File: src/hw/rtl/snc_isqrt.sv
// ----------------------------------------------------------------------------
// snc_isqrt
// Iterative integer square root, one result bit per cycle.
// ----------------------------------------------------------------------------
module snc_isqrt #(
    parameter int RW = 31
) (
    input  logic            clk,
    input  logic            rst_n,
    input  logic            start,
    input  logic [2*RW-1:0] radicand,
    output logic            done,
    output logic [RW-1:0]   root
);

    localparam int CW = $clog2(RW + 1);

    logic [2*RW-1:0] x_reg,    x_next;
    logic [RW+2:0]   rem_reg,  rem_next;
    logic [RW-1:0]   root_reg, root_next;
    logic [CW-1:0]   cnt_reg,  cnt_next;
    logic            busy_reg, busy_next;
    logic            done_reg, done_next;
    logic [RW+2:0]   rem_sh;
    logic [RW+2:0]   trial;

    always_ff @(posedge clk or negedge rst_n)
    begin
        if (!rst_n)
        begin
            busy_reg <= 1'b0;
            done_reg <= 1'b0;
            cnt_reg  <= '0;
        end
        else
        begin
            busy_reg <= busy_next;
            done_reg <= done_next;
            cnt_reg  <= cnt_next;
        end
    end

    always_ff @(posedge clk)
    begin
        x_reg    <= x_next;
        rem_reg  <= rem_next;
        root_reg <= root_next;
    end

    // Bring down the next two radicand bits and try to subtract 4*root+1.
    assign rem_sh = {rem_reg[RW:0], x_reg[2*RW-1 -: 2]};
    assign trial  = {1'b0, root_reg, 2'b01};

    always_comb
    begin
        x_next    = x_reg;
        rem_next  = rem_reg;
        root_next = root_reg;
        cnt_next  = cnt_reg;
        busy_next = busy_reg;
        done_next = 1'b0;
        if (start)
        begin
            x_next    = radicand;
            rem_next  = '0;
            root_next = '0;
            cnt_next  = CW'(RW);
            busy_next = 1'b1;
        end
        else if (busy_reg)
        begin
            x_next = {x_reg[2*RW-3:0], 2'b00};
            if (rem_sh >= trial)
            begin
                rem_next  = rem_sh - trial;
                root_next = {root_reg[RW-2:0], 1'b1};
            end
            else
            begin
                rem_next  = rem_sh;
                root_next = {root_reg[RW-2:0], 1'b0};
            end
            cnt_next = cnt_reg - 1'b1;
            if (cnt_reg == CW'(1))
            begin
                busy_next = 1'b0;
                done_next = 1'b1;
            end
        end
    end

    assign done = done_reg;
    assign root = root_reg;

endmodule

File: config.mk
export PLATFORM = sky130hd
export DESIGN_NAME = snc_isqrt
export DESIGN_NICKNAME = d
export VERILOG_FILES = /design/src/hw/rtl/snc_isqrt.sv
export SDC_FILE = /design/constraint.sdc
export NUM_CORES = 1
export LEC_CHECK = 0
export ABC_CLOCK_PERIOD_IN_PS = 3100
export BUFFER_PORTS_ARGS = -buffer_cell sky130_fd_sc_hd__clkbuf_2
export CAP_MARGIN = 20
export CORE_MARGIN = 2
export CORE_UTILIZATION = 40
export CTS_BUF_LIST = sky130_fd_sc_hd__clkbuf_4
export CTS_CLUSTER_DIAMETER = 100
export DETAILED_ROUTE_END_ITERATION = 16
export GPL_TIMING_DRIVEN = 0
export HOLD_SLACK_MARGIN = 0.08
export MAX_ROUTING_LAYER = met4
export SLEW_MARGIN = 20
export SYNTH_ARGS = -nofsm -noshare
export SYNTH_HDL_FRONTEND = slang
export SYNTH_SLANG_ARGS = --single-unit
File: constraint.sdc
create_clock -name clk -period 3.1 [get_ports clk]
set_input_delay 0.31 -clock clk [delete_from_list [all_inputs] [get_ports clk]]
set_output_delay 0.31 -clock clk [all_outputs]
set_load 0.05 [all_outputs]
# Word level (Yosys, flattened, before mapping)
# Index checks and enable logic that the tools add are counted.
# word_totals
reg_bits,132
input_bits,65
elab_cells,23
# op_classes
add_sub_neg,2
order_cmp,1
n_eq_ne,1
n_mux,12
n_reduce_logical,1
# op_table
cell,n
$mux 62,2
$ge 34x33->1,1
$mux 32,1
$sub 32x32->32,1
$mux 5,2
$mux 1,7
$eq 5x1->1 const B,1
$sub 5x1->5 const B,1
$reduce_bool 2->1,1

# Logic depth before layout (Yosys ltp)
# logic_depth
word_depth,4
ltp_mapped,14
ltp_nobuf,10

# Worst setup path before layout
# No wires, ideal clock.
# synth_timing
path_kind,reg2reg
from,"reg root_reg[9], in the netlist root[9]"
to,reg rem_reg[30]
arrival_time_ps,3015
required_ps,3012
setup_slack_ps,-3
stages_incl_launch_ff,13
cell_sequence,dfxtp_1 > inv_1 > ha_1 > buf_4 > nand4_2 > or3_1 > buf_2 > nor4_2 > nand2_1 > o211ai_2 > a21oi_2 > or4_1 > a311oi_2
# synth_between
elab_chain_cells,2
# synth_lines
element,line,text
start: declaration,20,"logic [RW-1:0] root_reg, root_next;"
start signal: assignment,47,root_reg <= root_next;
$sub 32x32->32 or $ge 34x33->1 (tied branches),"75, 73",
$mux 32 *,73,if (rem_sh >= trial)
end signal: assignment,46,rem_reg <= rem_next;
end: declaration,19,"logic [RW+2:0] rem_reg, rem_next;"
# Mark *: on every way between the ends. The rest lies on a longest branch, timed or not.
# A chain may end at the register's enable or synchronous reset.

# Worst setup path after layout
# layout_timing
from,"reg root_reg[17], in the netlist root[17]"
to,reg rem_reg[22]
# Same word-level chain as after synthesis.

==> flow_summary.ini <==
[outcome]
status = finished clean

[cts]
clock-sinks = 132
htree_levels = 4
clk_latency_ps = 590
clkTransAtPathRegs_ps = 150
clockBufferDepth = 2
numCtsBuffers = 17
cts_root_buf = clkbuf_4
cts_tree = done

[global_route]
grt_antenna_before_repair = 1
grt_pass1_vias = 5948
gr-usage-all-layers_pct = 19.26
grt_pass1_wl_um = 29370
grt_max_degree = 37
overflow = 0

[place]
hpwl_um = 12540
gp_congestion = 0.8970
post-place-ws_ps = -57.65
port-buffer-count = 95

[timing]
max_freq_mhz = 337.8
drv_slew = 0
fin_crit_sh_pct = 95.50
period_needed_ps = 2961
finalWorstSetupSlack_ps = 139.4
finalSetupViolCount = 0
skew_ps = 19.75
hold_viol_final = 0
tns_ps = 0
slew_headroom_pct = 47.17
worst_slew_pin_slew_ps = 792.5

[final_layout]
largest_reg_flops = 62
area_growth_pct = 24.80
drive_gt1_share_pct = 25.44
nets = 1003
final_util_pct = 51.14

[critical_path]
worst_ep_arrival_time_ps = 3410
worst_setup_path_start_kind = flip-flop
crit_required_ps = 3550
critPathCaptureType = flip-flop
crit_type = flip-flop to flip-flop
cp_max_fo = 10

[run]
cap_violations = 0

[synthesis]
syn-num-nets = 822
synth_ff_type = dfxtp_1
syn-cell-area_sq_mm = 0.007386
ys_warn_count = 0
ys_seq_area_share_pct = 44.66
synthArstFlopShare_pct = 5.303
synth_seq_cells = 132
syn_inst = 722
syn_area_per_cell_sq_um = 10.23
yosys.cell_types.count = 64
synth_edf_count = 62

[route]
antenna_left = 0
wl_per_cell_um = 15.65
firstDrtPassIters = 4
drtIter0Drc = 311
drt_wl_total_um = 17950
drc = 0
vias = 5862
viasPerCell = 5.111

[die]
start_util_pct = 40.98
num_rows = 49
dieArea_sq_mm = 0.01957
dieWidth_um = 139.9
core_sq_mm = 0.01802
dieHeight_um = 139.9
ios = 97

[power_and_ir_drop]
power_density_mw_per_mm2 = 831.1
ir_drop_uv = 409.7
leakage_nw = 3.981

[worst_hold_path]
hold_path_class = primary input to flip-flop
layer usage:
metal  part of all wire (%)  global-route usage, %
met1                     47                  24.86
met2                     47                  30.32
met3                    4.6                  4.955
met4                    1.4                  4.895
met5                      0                      -
worst paths after layout:
kind	from	end	slack, ps	cells past startpoint
worst min-delay path	start	rem_reg[0]	390	3
worst max-delay path	root[17]	rem_reg[22]	140	12
max in group asynchronous	rst_n	busy_reg	2200	3
worst min register to register	rem_reg[3]	rem_reg[3]	520	2
worst max register to register	root[17]	rem_reg[22]	140	12
min in group asynchronous	rst_n	done	660	3
metrics by stage:
stage	hold WS [ps]	std cells	power [W]	cell area, sq um
2_1_floorplan	14.41	722	0.005389	7387
3_3_place_gp	155.8	1046	0.006185	8149
3_5_place_dp	157.2	1047	0.006208	8172
4_1_cts	344.5	1143	0.007551	9129
5_1_grt	359.7	1147	0.008225	9218
6_report	392.1	1147	0.007661	9218
power by group:
group / internal [W] / total [W] / switching [W]
combinational: 0.00193 / 0.00419 / 0.00225
clock: 0.000383 / 0.00122 / 0.000836
sequential: 0.00209 / 0.00226 / 0.000163
cell type report:
type,instances,area (sq um)
clock buffers,17,127.6
repair buffers,163,1159
flip-flops and latches,132,3308
diodes,2,5.005
multi-input cells,502,3789
inverters,46,172.7
well taps,229,286.5
clock inverters,15,175.2
fillers,1702,8807
plain buffers,41,195.2
timing repair:
item | CTS | global route
endpoints found under the hold margin | 69 | 0
pin swaps | 0 | 4
hold buffers | 64 | 0
cloned | 0 | 0
endpoints found under the setup margin | 13 | 27
setup buffers | 0 | 3
gates resized for setup | 4 | 21
synth_stat cells, types with 4 or more instances:
cell      count  area, sq um
a211oi_1     29        217.7
inv_1        46        172.7
nor2b_1       4        25.02
or3_1         5        31.28
dfxtp_1      63         1261
mux2i_1      56        560.5
nor3_1        9        45.04
o211ai_1      5        37.54
xor2_1        5        43.79
nor2_1       79        296.5
or2_2         4        25.02
nand4_1       4        25.02
and2_1        4        25.02
nor3b_1       4        30.03
nand3_1      10        50.05
xnor2_1      25        219.0
o21a_1        6        45.04
o21ai_0      19        95.09
buf_1         5        18.77
mux2_2       60        675.7
a21oi_1      37        185.2
dfrtp_1       7        175.2
buf_4         4        30.03
clkbuf_1     27        101.4
ha_1         35        437.9
buf_2         5        25.02
edfxtp_1     62         1862
nand2_1      42        157.7
a21o_1       10        75.07
critical path: stages, from the launching register on:
cell and delay [ps]:
dfxtp_2 380, inv_1 50, ha_1 380, a21oi_2 220, o211ai_1 180, a2111oi_2 440, or2_4 200, o211ai_2 80
a21oi_2 210, buf_6 160, buf_8 170, mux2i_2 260, a211oi_1 100
layout by cell type (no fill, tap or decap), types with 26 or more instances in the layout:
master | netlist | routed
a211oi_1 | 29 | 28
a21oi_1 | 37 | 34
clkbuf_1 | 27 | 26
clkbuf_2 | 0 | 95
dfxtp_1 | 63 | 55
dlygate4sd3_1 | 0 | 64
edfxtp_1 | 62 | 62
ha_1 | 35 | 32
inv_1 | 46 | 46
mux2_2 | 60 | 60
mux2i_1 | 56 | 55
nand2_1 | 42 | 42
nor2_1 | 79 | 79
kinds of logic after synthesis:
kind of cell             share of synthesized area [%]
AO/OA/AOI/OAI                                    13.03
XOR/XNOR                                         3.557
adder cells (fa/ha/maj)                          5.929
buffers and inverters                            4.862
flip-flops                                       44.66
multiplexers                                     16.74
AND/OR/NAND/NOR                                  11.23
(Power assumes the default switching activity.)
