[config.mk]
export PLATFORM = sky130hd
export DESIGN_NAME = snc_div
export DESIGN_NICKNAME = d
export VERILOG_FILES = /design/src/hw/rtl/snc_div.sv
export SDC_FILE = /design/constraint.sdc
export NUM_CORES = 1
export LEC_CHECK = 0
export BUFFER_PORTS_ARGS = -buffer_cell sky130_fd_sc_hd__buf_2
export CAP_MARGIN = 25
export CORE_MARGIN = 3
export CORE_UTILIZATION = 40
export CTS_CLUSTER_SIZE = 24
export DETAILED_ROUTE_END_ITERATION = 7
export SYNTH_ARGS = -nofsm -noshare
export SYNTH_HDL_FRONTEND = slang
export SYNTH_SLANG_ARGS = --single-unit
[constraint.sdc]
create_clock -name clk -period 4.3 [get_ports clk]
set_input_delay 0.43 -clock clk [delete_from_list [all_inputs] [get_ports clk]]
set_output_delay 0.43 -clock clk [all_outputs]
set_load 0.02 [all_outputs]
[src/hw/rtl/snc_div.sv]
// ----------------------------------------------------------------------------
// snc_div
// Restoring divider producing QW quotient bits, one per cycle.
// ----------------------------------------------------------------------------
module snc_div #(
    parameter int DW = 31,
    parameter int QW = 16
) (
    input  logic          clk,
    input  logic          rst_n,
    input  logic          start,
    input  logic [DW:0]   dividend,
    input  logic [DW-1:0] divisor,
    output logic          done,
    output logic [QW-1:0] quotient
);

    localparam int CW = $clog2(QW + 1);

    logic [DW+1:0] r_reg,    r_next;
    logic [QW-1:0] q_reg,    q_next;
    logic [CW-1:0] cnt_reg,  cnt_next;
    logic          busy_reg, busy_next;
    logic          done_reg, done_next;
    logic [DW+1:0] d_ext;
    logic [DW+1:0] r_sub;

    always_ff @(posedge clk or negedge rst_n)
    begin
        if (!rst_n)
        begin
            busy_reg <= 1'b0;
            done_reg <= 1'b0;
            cnt_reg  <= '0;
        end
        else
        begin
            busy_reg <= busy_next;
            done_reg <= done_next;
            cnt_reg  <= cnt_next;
        end
    end

    always_ff @(posedge clk)
    begin
        r_reg <= r_next;
        q_reg <= q_next;
    end

    assign d_ext = (DW+2)'(divisor);
    assign r_sub = r_reg - d_ext;

    // The dividend is below twice the divisor, so the quotient fits in QW bits.
    always_comb
    begin
        r_next    = r_reg;
        q_next    = q_reg;
        cnt_next  = cnt_reg;
        busy_next = busy_reg;
        done_next = 1'b0;
        if (start)
        begin
            r_next    = {1'b0, dividend};
            q_next    = '0;
            cnt_next  = CW'(QW);
            busy_next = 1'b1;
        end
        else if (busy_reg)
        begin
            if (r_reg >= d_ext)
            begin
                r_next = {r_sub[DW:0], 1'b0};
                q_next = {q_reg[QW-2:0], 1'b1};
            end
            else
            begin
                r_next = {r_reg[DW:0], 1'b0};
                q_next = {q_reg[QW-2:0], 1'b0};
            end
            cnt_next = cnt_reg - 1'b1;
            if (cnt_reg == CW'(1))
            begin
                busy_next = 1'b0;
                done_next = 1'b1;
            end
        end
    end

    assign done     = done_reg;
    assign quotient = q_reg;

endmodule

# Word level (Yosys, flattened, before mapping)
# Cells that the tools add are included.
# classes
muxes	12
n_addsub	2
n_eq_ne	1
n_lt_le_gt_ge	1
n_reduce_logical	1
# op_table
operator	count
two-way mux 32 bit	2
greater-or-equal comparator 33 x 31 -> 1 bit	1
two-way mux 33 bit	1
subtractor 32 x 31 -> 32 bit	1
two-way mux 5 bit	2
two-way mux 1 bit	7
equality test 5 x 1 -> 1 bit (second input constant)	1
subtractor 5 x 1 -> 5 bit (second input constant)	1
nonzero test 2 bit	1
# word_totals
register_bits	56
out_inout_bits	17
elab_cells	23
in_bits	66

# Longest topological paths before layout
# logic_depth
ltp_word	4
mapped_depth	13
mapped_depth_nobuf	11

# Least setup slack after synthesis
# Ideal clock, no wire load.
# synth_timing
path_kind	input port to flip-flop
start	input divisor[3]
end	register r_reg[10] (data pin)
path_buffers	2
path_slack_ns	1.227
arrival_ns	2.813
cell_stages	12
path_cell_list	inv_1 -> ha_1 -> nand3_1 -> o21bai_1 -> a2111oi_2 -> nor4_4 -> o21ai_2 -> a31o_1 -> buf_6 -> buf_8 -> mux2_4 -> mux2_2
# synth_between
elab_chain_cells	4
elab_cells_between_ends	5
# synth_lines
item	line	source
from (decl)	13	input logic [DW-1:0] divisor,
subtractor 32 x 31 -> 32 bit / greater-or-equal comparator 33 x 31 -> 1 bit (equally long branches)	51, 70	
two-way mux 33 bit (*)	70	if (r_reg >= d_ext)
two-way mux 32 bit (*)	68	else if (busy_reg)
two-way mux 32 bit (*)	61	if (start)
named net r_next[10]	20	logic [DW+1:0] r_reg, r_next;
to (signal assigned)	46	r_reg <= r_next;
to (decl)	20	
# Mark *: on every way through the listed nets, which the timed path passes. The rest lies on a longest branch. The select of a mux whose other input is x is not followed.
# A chain may end at the register's enable or synchronous reset.

# Worst setup path after layout
# layout_timing
start	register r_reg[3]
end	register r_reg[7] (data pin)
# layout_between
elab_chain_cells	4
elab_cells_between_ends	5
# layout_lines
item	line
subtractor 32 x 31 -> 32 bit / greater-or-equal comparator 33 x 31 -> 1 bit (equally long branches)	51, 70
two-way mux 33 bit (*)	70
two-way mux 32 bit (*)	68
two-way mux 32 bit (*)	61
named net r_next[7]	20
# Marks and branches as above.

==> metrics.cfg <==
[clock_network]
root_buffer = clkbuf_16
cts_sinks = 56
cts_buffers = 5
h-tree-depth = 2
cts_resized = 0
clk_latency_ps = 300
cts_buffer_depth = 2
cts_hold_buf = 1
cts_tree = yes
path_clk_slew_ps = 80
postCtsSetupRepairBufs = 0

[floorplan]
ioPinCount = 83
core_area_mm2 = 0.0112
die_area_mm2 = 0.0131
rows = 38
die_y_um = 114
die_w_um = 114
initial_core_util = 0.420

[sta]
finalCriticalPeriod_ps = 3290
rsz0062_at_grt = false
hold_viol_final = 0
slew_headroom = 0.447
period_share = 0.766
final-max-slew-violation-count = 0
worst_slew_pin_slew_ps = 830
clock_skew_ps = 5.80
clock.fmax_mhz = 304
setup_tns_ps = 0
final-setup-viol-count = 0
holdWs_ps = 422

[yosys]
synth_fa_ha_area_frac = 0.0922
yosys.area_share.simple = 0.138
avgSynthCellArea_um2 = 9.33
muxShareOfSynthArea = 0.149
synthTopCellsByArea = edfxtp_1 20%, ha_1 8.8%, dfxtp_1 7.2%, mux2_2 6.5%, mux2i_1 4.3%
synthCells = 503
synth_top_family_by_area = compound AO/OA/AOI/OAI gates
yosysSeqAreaShare = 0.314
syn_area_mm2 = 0.00469
syn_nets = 603
synth-compound-area-share = 0.191
synth_top_area_share = 0.205
yosysUniqueCellTypes = 65
synth_edf_count = 32
async_reset_ff_frac = 0.125
synth_seq_cells = 56
yosysTopAreaCell = edfxtp_1
synthXorXnorAreaFrac = 0.0466
ys_warn_count = 0
synthFlopType = edfxtp_1

[cells_and_area]
syn_to_final_growth_pct = 13.6
antenna_cells = 0
nFillCells = 1094
drive_above_1_share = 0.258
fin_area_mm2 = 0.00533
nNetsFinal = 669
largest_register_ffs = 33
final_common_cell = buf_2
final_cell_mix = 82 x buf_2, 48 x inv_1, 36 x nor2_1
final_cells = 710

[route]
detail-route-antenna-nets = 0
via_per_inst = 5.45
remaining_drc_errors = 0
routedWlPerCell_um = 15.3
first_pass_iters = 5
drt_iter0_drc = 186
vias = 3868
routed_wl_um = 10900

[placed_design]
dpl.cell_count = 701
hpwlAfterDp_um = 8280
placed_area_mm2 = 0.00517
routabilityCongestion = 0.865
io_buffers = 82

[power_and_ir_drop]
p_total_mw = 3.89
p_leak_nw = 2.55
ir_drop_v = 0.000312
power_density_mw_per_mm2 = 729

[critical_path]
crit_path_cell_trace = ha_1 -> nand3_1 -> o21bai_1 -> a2111oi_2 -> nor4_4 -> o21ai_2 -> a31o_1 -> buf_4 -> mux2_2 -> mux2_2
slowest_delay_ps = 540
critPathTopFamily = compound AO/OA/AOI/OAI gates
rr_worst_depth = 10
cp.arrival_ps = 3350
cp_num_buf_inv = 1
crit_slowest_cell = a2111oi_2
worstReg2RegEnd = r_reg[7]$_DFFE_PP_
crit_required_ps = 4360
startpoint_type = flop
crit_start = r_reg[3]$_DFFE_PP_
cp_max_fo = 15
worstSetupPathType = flop to flop
regToRegStartpoint = r_reg[3]$_DFFE_PP_
r2r_slack_ps = 1010
cp-end-kind = flop
path_common_cell = mux2_2

[min_path]
whs_path_depth = 2
hold_path.class = primary input to flop
min_from = dividend[11]
holdPathEnd = r_reg[11]$_DFFE_PP_

[global_routing]
grt_usage = 0.170
globalRoute.totalOverflow = 0
antenna_found_initial = 0
grt_pass1_wl_um = 18400
grt_pass1_vias = 3883
grt_max_degree = 41

[status]
status = completed

[flow_run]
cap_violations = 0

metal layers:
layer | up-vias | GRT usage | wire length, um
li1 | 1964 | - | -
met4 | 0 | 0.0428 | 133
met3 | 15 | 0.0338 | 594
met1 | 1803 | 0.240 | 5290
met2 | 86 | 0.269 | 4860
met5 | - | 0 | 0
cell type report:
cell class	count	area (um2)	share of cell area
multi-input combinational	370	2890	0.542
inverter	48	180	0.0338
tap	140	175	0.0328
clock inverter	3	26.3	0.00493
timing repair buffer	88	458	0.0859
sequential	56	1480	0.277
clock buffer	5	125	0.0235
through the flow:
step	util	worst slack (ps)
3_5_place_dp	0.463	869
6_report	0.477	1010
4_1_cts	0.477	968
2_1_floorplan	-	1230
5_1_grt	0.477	768
3_3_place_gp	0.463	954
how the worst max path moves through the flow:
| stage | to | slack [ps] | cells past startpoint |
|---|---|---|---|
| 6_report | r_reg[7]$_DFFE_PP_ | 1010 | 10 |
| 5_1_grt | r_reg[9]$_DFFE_PP_ | 770 | 10 |
| 4_1_cts | r_reg[7]$_DFFE_PP_ | 970 | 10 |
| 3_5_place_dp | r_reg[7]$_DFFE_PP_ | 870 | 12 |
| 3_3_place_gp | r_reg[7]$_DFFE_PP_ | 950 | 12 |
| 2_1_floorplan | r_reg[10]$_DFFE_PP_ | 1230 | 12 |
report_power, final:
part	internal, mW	switching (mW)	leakage, nW
registers	0.815	0.109	0.560
clock network	0.223	0.218	0.0762
logic	1.22	1.30	1.92
kinds of logic (layout without fill, tap and decap cells):
group           count (synthesis)  in the layout
simple gates                  125            125
compound gates                126            126
flops                          56             56
buf+inv                        77            144
xor+xnor                       25             25
fa+ha+maj                      34             34
mux                            60             60
cell usage after synthesis (10+ instances only):
master	instances
a21o_1	15
mux2_4	13
nand2_1	22
xor2_1	10
edfxtp_1	32
ha_1	33
mux2i_1	20
mux2_2	27
o21bai_1	10
nor3_1	15
xnor2_1	15
clkbuf_1	20
inv_1	48
dfxtp_1	17
nand3_1	10
o21ai_0	15
a21oi_1	28
nor2_1	36
worst register-to-register path, delay by kind of cell (launching register included):
kind,cells,cell delay [ps]
compound gates,4,1130
fa+ha+maj,1,380
buf+inv,1,270
flops,1,400
mux,2,630
simple gates,2,230
Note: power is estimated with default switching activity, not from simulation.
